`src/design/irc_pkg.sv`:
```
// Package for the IRC line token parser: byte codes, field kinds, result beat type.
// No dependencies; imported by irc_line_token_parser, irc_tag_monitor and tb.
`default_nettype none

package irc_pkg;

    localparam logic [7:0] CH_CR    = 8'h0D;
    localparam logic [7:0] CH_LF    = 8'h0A;
    localparam logic [7:0] CH_COLON = 8'h3A;
    localparam logic [7:0] CH_SPACE = 8'h20;
    localparam logic [7:0] CH_TAB   = 8'h09;
    localparam logic [7:0] CH_VT    = 8'h0B;
    localparam logic [7:0] CH_FF    = 8'h0C;

    // field_kind codes
    localparam logic [2:0] KIND_SEP     = 3'd0;
    localparam logic [2:0] KIND_PREFIX  = 3'd1;
    localparam logic [2:0] KIND_COMMAND = 3'd2;
    localparam logic [2:0] KIND_MIDDLE  = 3'd3;
    localparam logic [2:0] KIND_TRAILER = 3'd4;

    typedef struct packed {
        logic [7:0] byte_out;
        logic [2:0] field_kind;
        logic [3:0] arg_index;
        logic       token_start;
        logic       line_end;
        logic [3:0] arg_total;
        logic       line_error;
    } t_result;

    function automatic logic is_ws(input logic [7:0] b);
        return (b == CH_SPACE) || (b == CH_TAB) || (b == CH_VT) || (b == CH_FF);
    endfunction

endpackage

`default_nettype wire

```
`src/design/irc_line_token_parser.sv`:
```
// IRC line framer and tokenizer: one tagged result beat per input byte.
// Depends on irc_pkg (byte codes, kind codes, t_result).
//
// Usage
//   Input channel : i_valid / o_stall carry one stream byte per beat (i_data_byte).
//   Output channel: o_valid / i_stall carry one result beat per input byte, in order.
//   A beat moves on a rising edge with valid high and stall low.
// Throughput
//   The byte is classified in the cycle it is accepted and the result is
//   registered in the result register (or the skid register behind it). One byte
//   per clock is sustained while the output is not stalled; nothing else limits it.
// Stalls
//   A two-deep output (result register plus skid register) lets the block take
//   a byte while the previous result still waits. o_stall rises only once the
//   skid register is full, and it comes straight from that register.
// Reset
//   i_rst_n is synchronous, active low. It empties both output registers and
//   returns the parser to line start with no CR pending; no clearing pass.
`default_nettype none

module irc_line_token_parser #(
    parameter int MAX_ARGUMENTS  = 15,  // 1..15
    parameter int MAX_LINE_BYTES = 510  // 16..511
) (
    input  wire logic       i_clk,
    input  wire logic       i_rst_n,
    // input byte stream
    input  wire logic       i_valid,
    output logic            o_stall,
    input  wire logic [7:0] i_data_byte,
    // result beats
    output logic            o_valid,
    input  wire logic       i_stall,
    output logic [7:0]      o_byte_out,
    output logic [2:0]      o_field_kind,
    output logic [3:0]      o_arg_index,
    output logic            o_token_start,
    output logic            o_line_end,
    output logic [3:0]      o_arg_total,
    output logic            o_line_error
);
    import irc_pkg::*;

    localparam logic [3:0] ARG_LIMIT = 4'(MAX_ARGUMENTS);
    localparam logic [8:0] LEN_LIMIT = 9'(MAX_LINE_BYTES);

    typedef enum logic [2:0] {
        PH_LINE_START   = 3'd0,
        PH_TRAILER_OPEN = 3'd1,  // ':' seen, next byte starts the trailer
        PH_PREFIX       = 3'd2,
        PH_CMD_WAIT     = 3'd3,
        PH_COMMAND      = 3'd4,
        PH_ARG_WAIT     = 3'd5,
        PH_MIDDLE       = 3'd6,
        PH_TRAILER      = 3'd7
    } t_phase;

    // parse state
    t_phase     r_phase, n_phase;
    logic [3:0] r_args,  n_args;   // arguments opened in this line
    logic [8:0] r_len,   n_len;    // bytes of this line kept so far
    logic       r_cr,    n_cr;     // previous byte was CR
    logic       r_ovf,   n_ovf;    // line ran past the limit

    // output register and skid register
    logic       r_o_valid, r_s_valid;
    t_result    r_o_data,  r_s_data;
    t_result    n_result;

    logic       in_fire, out_fire, ws;
    logic [3:0] arg_last;

    assign o_stall  = r_s_valid;
    assign in_fire  = i_valid && !r_s_valid;
    assign out_fire = r_o_valid && !i_stall;
    assign ws       = is_ws(i_data_byte);
    assign arg_last = r_args - 4'd1;

    // classify the byte and work out the next parse state
    always_comb begin
        n_phase  = r_phase;
        n_args   = r_args;
        n_len    = r_len;
        n_cr     = r_cr;
        n_ovf    = r_ovf;
        n_result = '{byte_out: i_data_byte, field_kind: KIND_SEP, arg_index: 4'd0,
                     token_start: 1'b0, line_end: 1'b0, arg_total: 4'd0,
                     line_error: 1'b0};

        if (i_data_byte == CH_CR || i_data_byte == CH_LF) begin
            if (i_data_byte == CH_LF && r_cr) begin
                n_cr = 1'b0;  // second half of CR LF
            end else begin
                if (r_len != 9'd0 || r_ovf) begin
                    n_result.line_end   = 1'b1;
                    n_result.arg_total  = r_args;
                    n_result.line_error = r_ovf;
                end
                n_phase = PH_LINE_START;
                n_args  = 4'd0;
                n_len   = 9'd0;
                n_ovf   = 1'b0;
                n_cr    = (i_data_byte == CH_CR);
            end
        end else begin
            n_cr = 1'b0;
            if (r_len >= LEN_LIMIT) begin
                n_ovf = 1'b1;  // dropped
            end else begin
                n_len = r_len + 9'd1;
                unique case (r_phase)
                    PH_LINE_START: begin
                        if (i_data_byte == CH_COLON) begin
                            n_phase = PH_PREFIX;
                        end else if (ws) begin
                            n_phase = PH_ARG_WAIT;
                        end else begin
                            n_result.field_kind  = KIND_COMMAND;
                            n_result.token_start = 1'b1;
                            n_phase              = PH_COMMAND;
                        end
                    end
                    PH_PREFIX: begin
                        if (ws) begin
                            n_phase = PH_CMD_WAIT;
                        end else begin
                            n_result.field_kind  = KIND_PREFIX;
                            n_result.token_start = (r_len == 9'd1);
                        end
                    end
                    PH_CMD_WAIT: begin
                        if (!ws) begin
                            n_result.field_kind  = KIND_COMMAND;
                            n_result.token_start = 1'b1;
                            n_phase              = PH_COMMAND;
                        end
                    end
                    PH_COMMAND: begin
                        if (ws) begin
                            n_phase = PH_ARG_WAIT;
                        end else begin
                            n_result.field_kind = KIND_COMMAND;
                        end
                    end
                    PH_ARG_WAIT: begin
                        if (!ws && r_args < ARG_LIMIT) begin
                            n_args = r_args + 4'd1;
                            if (i_data_byte == CH_COLON) begin
                                n_phase = PH_TRAILER_OPEN;
                            end else begin
                                n_result.field_kind  = KIND_MIDDLE;
                                n_result.token_start = 1'b1;
                                n_result.arg_index   = r_args;
                                n_phase              = PH_MIDDLE;
                            end
                        end
                    end
                    PH_MIDDLE: begin
                        if (ws) begin
                            n_phase = PH_ARG_WAIT;
                        end else begin
                            n_result.field_kind = KIND_MIDDLE;
                            n_result.arg_index  = arg_last;
                        end
                    end
                    PH_TRAILER_OPEN: begin
                        n_result.field_kind  = KIND_TRAILER;
                        n_result.token_start = 1'b1;
                        n_result.arg_index   = arg_last;
                        n_phase              = PH_TRAILER;
                    end
                    PH_TRAILER: begin
                        n_result.field_kind = KIND_TRAILER;
                        n_result.arg_index  = arg_last;
                    end
                endcase
            end
        end
    end

    // parse state
    always_ff @(posedge i_clk) begin
        if (!i_rst_n) begin
            r_phase <= PH_LINE_START;
            r_args  <= 4'd0;
            r_len   <= 9'd0;
            r_cr    <= 1'b0;
            r_ovf   <= 1'b0;
        end else if (in_fire) begin
            r_phase <= n_phase;
            r_args  <= n_args;
            r_len   <= n_len;
            r_cr    <= n_cr;
            r_ovf   <= n_ovf;
        end
    end

    // output register with skid
    always_ff @(posedge i_clk) begin
        if (!i_rst_n) begin
            r_o_valid <= 1'b0;
            r_s_valid <= 1'b0;
        end else if (r_s_valid) begin
            if (out_fire) begin
                r_o_data  <= r_s_data;
                r_s_valid <= 1'b0;
            end
        end else if (in_fire) begin
            if (!r_o_valid || out_fire) begin
                r_o_data  <= n_result;
                r_o_valid <= 1'b1;
            end else begin
                r_s_data  <= n_result;
                r_s_valid <= 1'b1;
            end
        end else if (out_fire) begin
            r_o_valid <= 1'b0;
        end
    end

    assign o_valid       = r_o_valid;
    assign o_byte_out    = r_o_data.byte_out;
    assign o_field_kind  = r_o_data.field_kind;
    assign o_arg_index   = r_o_data.arg_index;
    assign o_token_start = r_o_data.token_start;
    assign o_line_end    = r_o_data.line_end;
    assign o_arg_total   = r_o_data.arg_total;
    assign o_line_error  = r_o_data.line_error;

    // skid register only fills behind a waiting result
    a_skid_behind_out: assert property (@(posedge i_clk) disable iff (!i_rst_n)
        r_s_valid |-> r_o_valid)
        else $error("skid register full with output register empty");

    // error and argument total only travel with a line end
    a_err_with_end: assert property (@(posedge i_clk) disable iff (!i_rst_n)
        (r_o_valid && (r_o_data.line_error || r_o_data.arg_total != 4'd0))
            |-> r_o_data.line_end)
        else $error("line_error or arg_total without line_end");

    // argument index is zero outside argument bytes
    a_idx_kind: assert property (@(posedge i_clk) disable iff (!i_rst_n)
        (r_o_valid && r_o_data.arg_index != 4'd0)
            |-> (r_o_data.field_kind == KIND_MIDDLE
                 || r_o_data.field_kind == KIND_TRAILER))
        else $error("arg_index set on a non-argument byte");

    // a line end is only reported on a terminator byte
    a_end_on_term: assert property (@(posedge i_clk) disable iff (!i_rst_n)
        (r_o_valid && r_o_data.line_end)
            |-> (r_o_data.byte_out == CH_CR || r_o_data.byte_out == CH_LF))
        else $error("line_end on a non-terminator byte");

endmodule

`default_nettype wire

```
`config.mk`:
```
export PLATFORM = sky130hd
export DESIGN_NAME = irc_line_token_parser
export DESIGN_NICKNAME = d
export VERILOG_FILES = /design/src/design/irc_pkg.sv /design/src/design/irc_line_token_parser.sv
export SDC_FILE = /design/constraint.sdc
export NUM_CORES = 1
export LEC_CHECK = 0
export BUFFER_PORTS_ARGS = -buffer_cell sky130_fd_sc_hd__buf_4
export CAP_MARGIN = 20
export CORE_MARGIN = 5
export CORE_UTILIZATION = 40
export CTS_BUF_LIST = sky130_fd_sc_hd__clkbuf_2
export CTS_CLUSTER_SIZE = 30
export DETAILED_ROUTE_END_ITERATION = 16
export GPL_TIMING_DRIVEN = 1
export PLACE_DENSITY = 0.62
export REMOVE_ABC_BUFFERS = 1
export SLEW_MARGIN = 20
export SYNTH_ARGS = -nofsm -noshare
export SYNTH_HDL_FRONTEND = slang
export SYNTH_SLANG_ARGS = --single-unit
```
`constraint.sdc`:
```
create_clock -name i_clk -period 3.43 [get_ports i_clk]
set_input_delay 0.1715 -clock i_clk [delete_from_list [all_inputs] [get_ports i_clk]]
set_output_delay 0.1715 -clock i_clk [all_outputs]
set_load 0.02 [all_outputs]
```
[Yosys cells after proc, flatten, opt, wreduce, memory -nomap -nowiden]
Index checks and enable logic that the tools add are counted.
Word-level totals
  flip-flop bits (word level): 64
  latch bits: 0
  bits in writable memories: 0
  memory bits (read-only): 0
  input bits: 12
  output and inout port bits: 24
  logic and storage cells: 136
  memories kept: 0
Cells by class
  add/subtract/negate cells: 3
  multipliers: 0
  div/mod/pow operators: 0
  $lt $le $gt $ge: 2
  equality and inequality tests: 23
  shift operators: 0
  mux-type cells: 52
  bitwise logic cells: 2
  reductions and logical operators: 33
Operator list (count)
  two-way mux 22 bit: 4
  == test 8 x 4 -> 1 bit (second input constant): 5
  case mux 3 bit (6 select lines): 2
  two-way mux 3 bit: 9
  two-way mux 9 bit: 3
  two-way mux 6 bit: 4
  two-way mux 4 bit: 5
  two-way mux 1 bit: 17
  == test 8 x 6 -> 1 bit (second input constant): 2
  two-way mux 8 bit: 2
  two-way mux 7 bit: 2
  == test 3 bit (second input constant): 4
  case mux 4 bit (3 select lines): 1
  nonzero test 2 bit: 6
  adder 9 x 1 -> 9 bit (second input constant): 1
  == test 9 x 1 -> 1 bit (second input constant): 1
  greater-or-equal comparator 9 bit (second input constant): 1
  != test 3 bit (second input constant): 3
  AND reduction 3 bit: 3
  nonzero test 9 bit: 1
  AND reduction 4 bit: 2
  AND reduction 8 bit: 1
  nonzero test 7 bit: 1
  == test 3 x 2 -> 1 bit (second input constant): 2
  16 further kinds: 33

[Logic depth before layout (Yosys ltp)]
  depth in word-level cells: 13
  depth in mapped cells: 8
  depth with buffers taken out: 8

[Least setup slack after synthesis]
Ideal clock, no wire load.
  kind: reg-to-reg
  start point: register r_s_valid (netlist: o_stall)
  end point: register r_s_data[0] (netlist bit) (enable)
  setup time: 0.429 ns
  data arrival time: 2.472 ns
  required time: 3.001 ns
  slack: 0.529 ns
  stages on the path, launching flop included: 5
  path buffers: 2
  cell sequence: dfxtp_1 -> buf_2 -> nand2b_1 -> clkbuf_1 -> nor3_1
On the way
  longest elaborated chain between the ends: 3
RTL lines
  from (decl): line irc_line_token_parser.sv:66  | logic r_o_valid, r_s_valid;
  from (signal assigned): line irc_line_token_parser.sv:202  | r_s_valid <= 1'b0;
  from (signal assigned): line irc_line_token_parser.sv:206  | r_s_valid <= 1'b0;
  from (signal assigned): line irc_line_token_parser.sv:214  | r_s_valid <= 1'b1;
  logical NOT 1 bit: line irc_line_token_parser.sv:74  | assign in_fire = i_valid && !r_s_valid;
  logical AND 1 bit: line irc_line_token_parser.sv:74
  AND reduction 4 bit (no source line) (*)
  to (signal assigned): line irc_line_token_parser.sv:213  | r_s_data <= n_result;
  to (decl): line irc_line_token_parser.sv:67  | t_result r_o_data, r_s_data;
Mark *: on every way between the ends. The rest lies on a longest branch, timed or not.
A chain may end at the register's enable or synchronous reset.

[Final worst setup path]
  start point: register r_len[0]
  end point: register r_o_data (netlist bit o_arg_index[3]), data pin
On the way
  longest elaborated chain between the ends: 6
RTL lines
  from (decl): line irc_line_token_parser.sv:61  | logic [8:0] r_len, n_len;
  from (signal assigned): line irc_line_token_parser.sv:192  | r_len <= n_len;
  greater-or-equal comparator 9 bit: line irc_line_token_parser.sv:107  | if (r_len >= LEN_LIMIT) begin
  two-way mux 8 bit: line irc_line_token_parser.sv:107
  two-way mux 8 bit: line irc_line_token_parser.sv:90  | if (i_data_byte == CH_CR || i_data_byte == CH_LF) begin
  two-way mux 22 bit: line irc_line_token_parser.sv:209  | if (!r_o_valid || out_fire) begin
  two-way mux 22 bit: line irc_line_token_parser.sv:208  | end else if (in_fire) begin
  two-way mux 22 bit: line irc_line_token_parser.sv:203  | end else if (r_s_valid) begin
  to (signal assigned): line irc_line_token_parser.sv:205  | r_o_data <= r_s_data;
  to (signal assigned): line irc_line_token_parser.sv:210  | r_o_data <= n_result;
  to (decl): line irc_line_token_parser.sv:67
No other way between the ends. The select of a mux whose other input is x is not followed.

==> impl_results.md <==
- Top-area cell type share of the netlist area: 0.404
- Internal: 1130 µW
- CTS max path bufs: 2
- PostCTS Resize Cnt: 0
- DRT antenna net count: 0
- Layout Skew: 0.0159 ns
- Slowest stage delay, CP: 0.43 ns
- Met3 Resource Use GR: 0.0382
- First-pass GRT wire length: 11100 µm
- Max-cap violation count: 0
- DR vias: ~2500
- Lkg Pwr: 0.00136 µW
- Post-synth EDFFs: between 40 and 50
- Worst-path clk slew: 0.18 ns
- Slew Viols, Final: 0
- Clock power share: 0.280
- Sequential fraction of the synthesis area: 0.527
- Total Negative Setup Slacks: 0 ns
- M1 GR Usage: 0.185
- # clock sinks: 64
- Antenna diodes: 0
- Grt ovf: 0
- Leading cell type in the layout, fill and taps excluded: edfxtp_1
- Die area: 10100 µm²
- Endpoints failing setup: 0
- Post-synth cell types: 67
- Via density: 5.40
- Met2 usage: 0.220
- Buffers on Ports: 35
- RSZ-0062 raised after global routing: no
- Row count: 33
- Worst EP required: 3.77 ns
- Total Routing Usage GR: 0.140
- Run status: completed
- I/O pin total: 36
- FMAX: about 0.43 GHz
- Pwr Density: 408 nW/µm²
- CTS tree: done
- Initial antenna violation count: 0
- Critical Path End Type: flip-flop
- Final Hold Violating Endpoints: 0
- Cells after Synth: ~300
- Power Total: 1570 µW
- Pin count of the biggest net entering global routing: 38
- Cts bufs inserted: 9
- Critical Setup Path Class: reg2reg
- Share of layout cells above drive strength 1: 0.253
- Final Critical Period: 2.31 ns
- Initial Utilization: 0.404
- Worst setup SP type: flip-flop
- Slowest cell on the critical path: dfxtp_1
- Routed wire per std cell: 14.9 µm
- Starting DRT DRC Count: 139
- Vias in the first global route: 2275
- DRC viols: 0
- Critical path peak fanout: 8
- DPL Wire Length: 4840 µm
- Die height: 100 µm
- Sw Pwr: ~440 µW
- Final period util: 0.672
- Worst slew margin: 0.384
- Routed wire length: 6800 µm
- Yosys warnings: 0
- GR peak layer: met2
- Routability Congestion: 0.867
- Layout Nets: roughly 370
- Top cell type by total area after synthesis: edfxtp_1
- Max IR drop VDD: about 160 µV
- Sw Share: 0.281
- Sequential group share of total power: 0.560
- Most frequent cells in the layout: edfxtp_1, buf_4, nor2_1, nand2_1, dfxtp_1
- Ys async rst share: 0
- Synth area leaders: edfxtp_1, dfxtp_1, mux2_2
- Measured slew at the worst slew-check pin: 0.915 ns
- DIE WIDTH: 100 µm
- Synthesized area per cell: 11.0 µm²
- Synthesized cell area: 3270 µm²
- Root buffer cell: clkbuf_2
- Core region area: 8090 µm²
- Hold Path Class: in2reg
- Clock latency on the worst-skew pair: approximately 0.5 ns
- Fill count: 793
- CTS H-tree lvls: 3
- Synth Register Bits: 64
- Hold_buf cts: 11
- Crit-path cells: inv_1 > ha_1 > o211a_1 > and3_2 > nor2_1 > o21ai_0 > o31ai_1
- Post-CTS Setup Bufs: 0
- Layout area overhead: 17.6%
- TritonRoute pass-1 iters: 4
- Ys flop type: edfxtp_1
- Combinational Power Share: 0.160
- Crit path DAT: 2.64 ns
==> flip-flops by register name, indices dropped and copies added, names as in the netlist, 3 cells and up <==
register / count
o_field_kind: 3
r_s_data: 22
o_arg_index: 4
r_phase: 3
o_byte_out: 8
r_args: 4
r_len: 9
o_arg_total: 4
==> logic make-up (layout without fill, tap and decap cells) <==
| logic type | Yosys count | after routing | synth area share |
|---|---|---|---|
| and+or+nand+nor | 115 | 115 | 0.182 |
| AOI/OAI and AO/OA | 70 | 70 | 0.172 |
| DFF | 64 | 64 | 0.527 |
| buffers and inverters | 24 | 78 | 0.0368 |
| muxes | 12 | 12 | 0.0410 |
| xor gates and xnor gates | 7 | 7 | 0.0188 |
| adders and majority gates | 6 | 6 | 0.0230 |
==> stage by stage <==
step	utilization	setup WS [ns]	instances	area [µm²]	hold slack, ns
finish	0.475	1.12	457	3840	0.173
global route	0.475	0.921	457	3840	0.185
CTS	0.475	1.12	457	3840	0.128
detailed placement	0.448	1.14	430	3620	0.406
global placement	0.448	1.22	430	3620	0.400
floorplan	-	0.296	287	3200	0.270
==> critical path: cells and delay by family (launching register included) <==
family | cells | cell delay [ns]
compound gates | 3 | 0.95
fa+ha+maj | 1 | 0.20
buf+inv | 1 | 0.11
flops | 1 | 0.43
simple gates | 2 | 0.46
==> cells in the mapped netlist, types with 2 or more instances <==
master / n
a211oi_1: 3
a211oi_2: 2
a21o_1: 2
a21oi_1: 14
a31oi_1: 2
and4_2: 2
buf_2: 2
clkbuf_1: 5
clkbuf_8: 2
dfxtp_1: 20
edfxtp_1: 44
ha_1: 6
inv_1: 12
mux2_2: 11
nand2_1: 30
nand3_1: 10
nand4_1: 2
nand4b_1: 2
nor2_1: 32
nor2b_1: 4
nor3_1: 13
nor3b_1: 2
nor4_1: 4
nor4_2: 2
o211a_1: 2
o21ai_0: 11
o21ai_2: 2
o31ai_1: 10
xnor2_1: 7
==> per-layer routing <==
layer / wire, µm / vias up
met5: 0 / -
met4: 104 / 0
met3: 327 / 7
met2: 3230 / 53
met1: 3140 / 1193
li1: - / 1214
==> power groups by stage <==
stage	clock network [µW]	logic, µW	registers (µW)
5_1_grt	498	277	883
3_3_place_gp	0	241	895
2_1_floorplan	0	136	917
6_report	440	251	879
3_5_place_dp	0	241	896
4_1_cts	460	252	878
==> worst paths after layout <==
check	cells after the start	endpoint	start	slack, ns
worst max-delay path	7	o_arg_index[3]$_DFFE_PP_	r_len[0]$_SDFFE_PN0P_	1.12
worst min-delay path	3	o_valid$_SDFFE_PN0P_	i_valid	0.17
worst max register to register	7	o_arg_index[3]$_DFFE_PP_	r_len[0]$_SDFFE_PN0P_	1.12
worst min register to register	2	r_ovf$_SDFFE_PN0P_	r_ovf$_SDFFE_PN0P_	0.53
==> cell type report <==
| cell class | instances | area, µm² | share of cell area |
|---|---|---|---|
| inverter | 13 | 48.8 | 0.0127 |
| tap | 105 | 131 | 0.0342 |
| clock buffer | 10 | 50.0 | 0.0130 |
| multi-input combinational | 210 | 1440 | 0.373 |
| timing repair buffer | 49 | 395 | 0.103 |
| sequential | 64 | 1720 | 0.448 |
| clock inverter | 6 | 60.1 | 0.0156 |
Note: power is estimated with default switching activity, not from simulation.
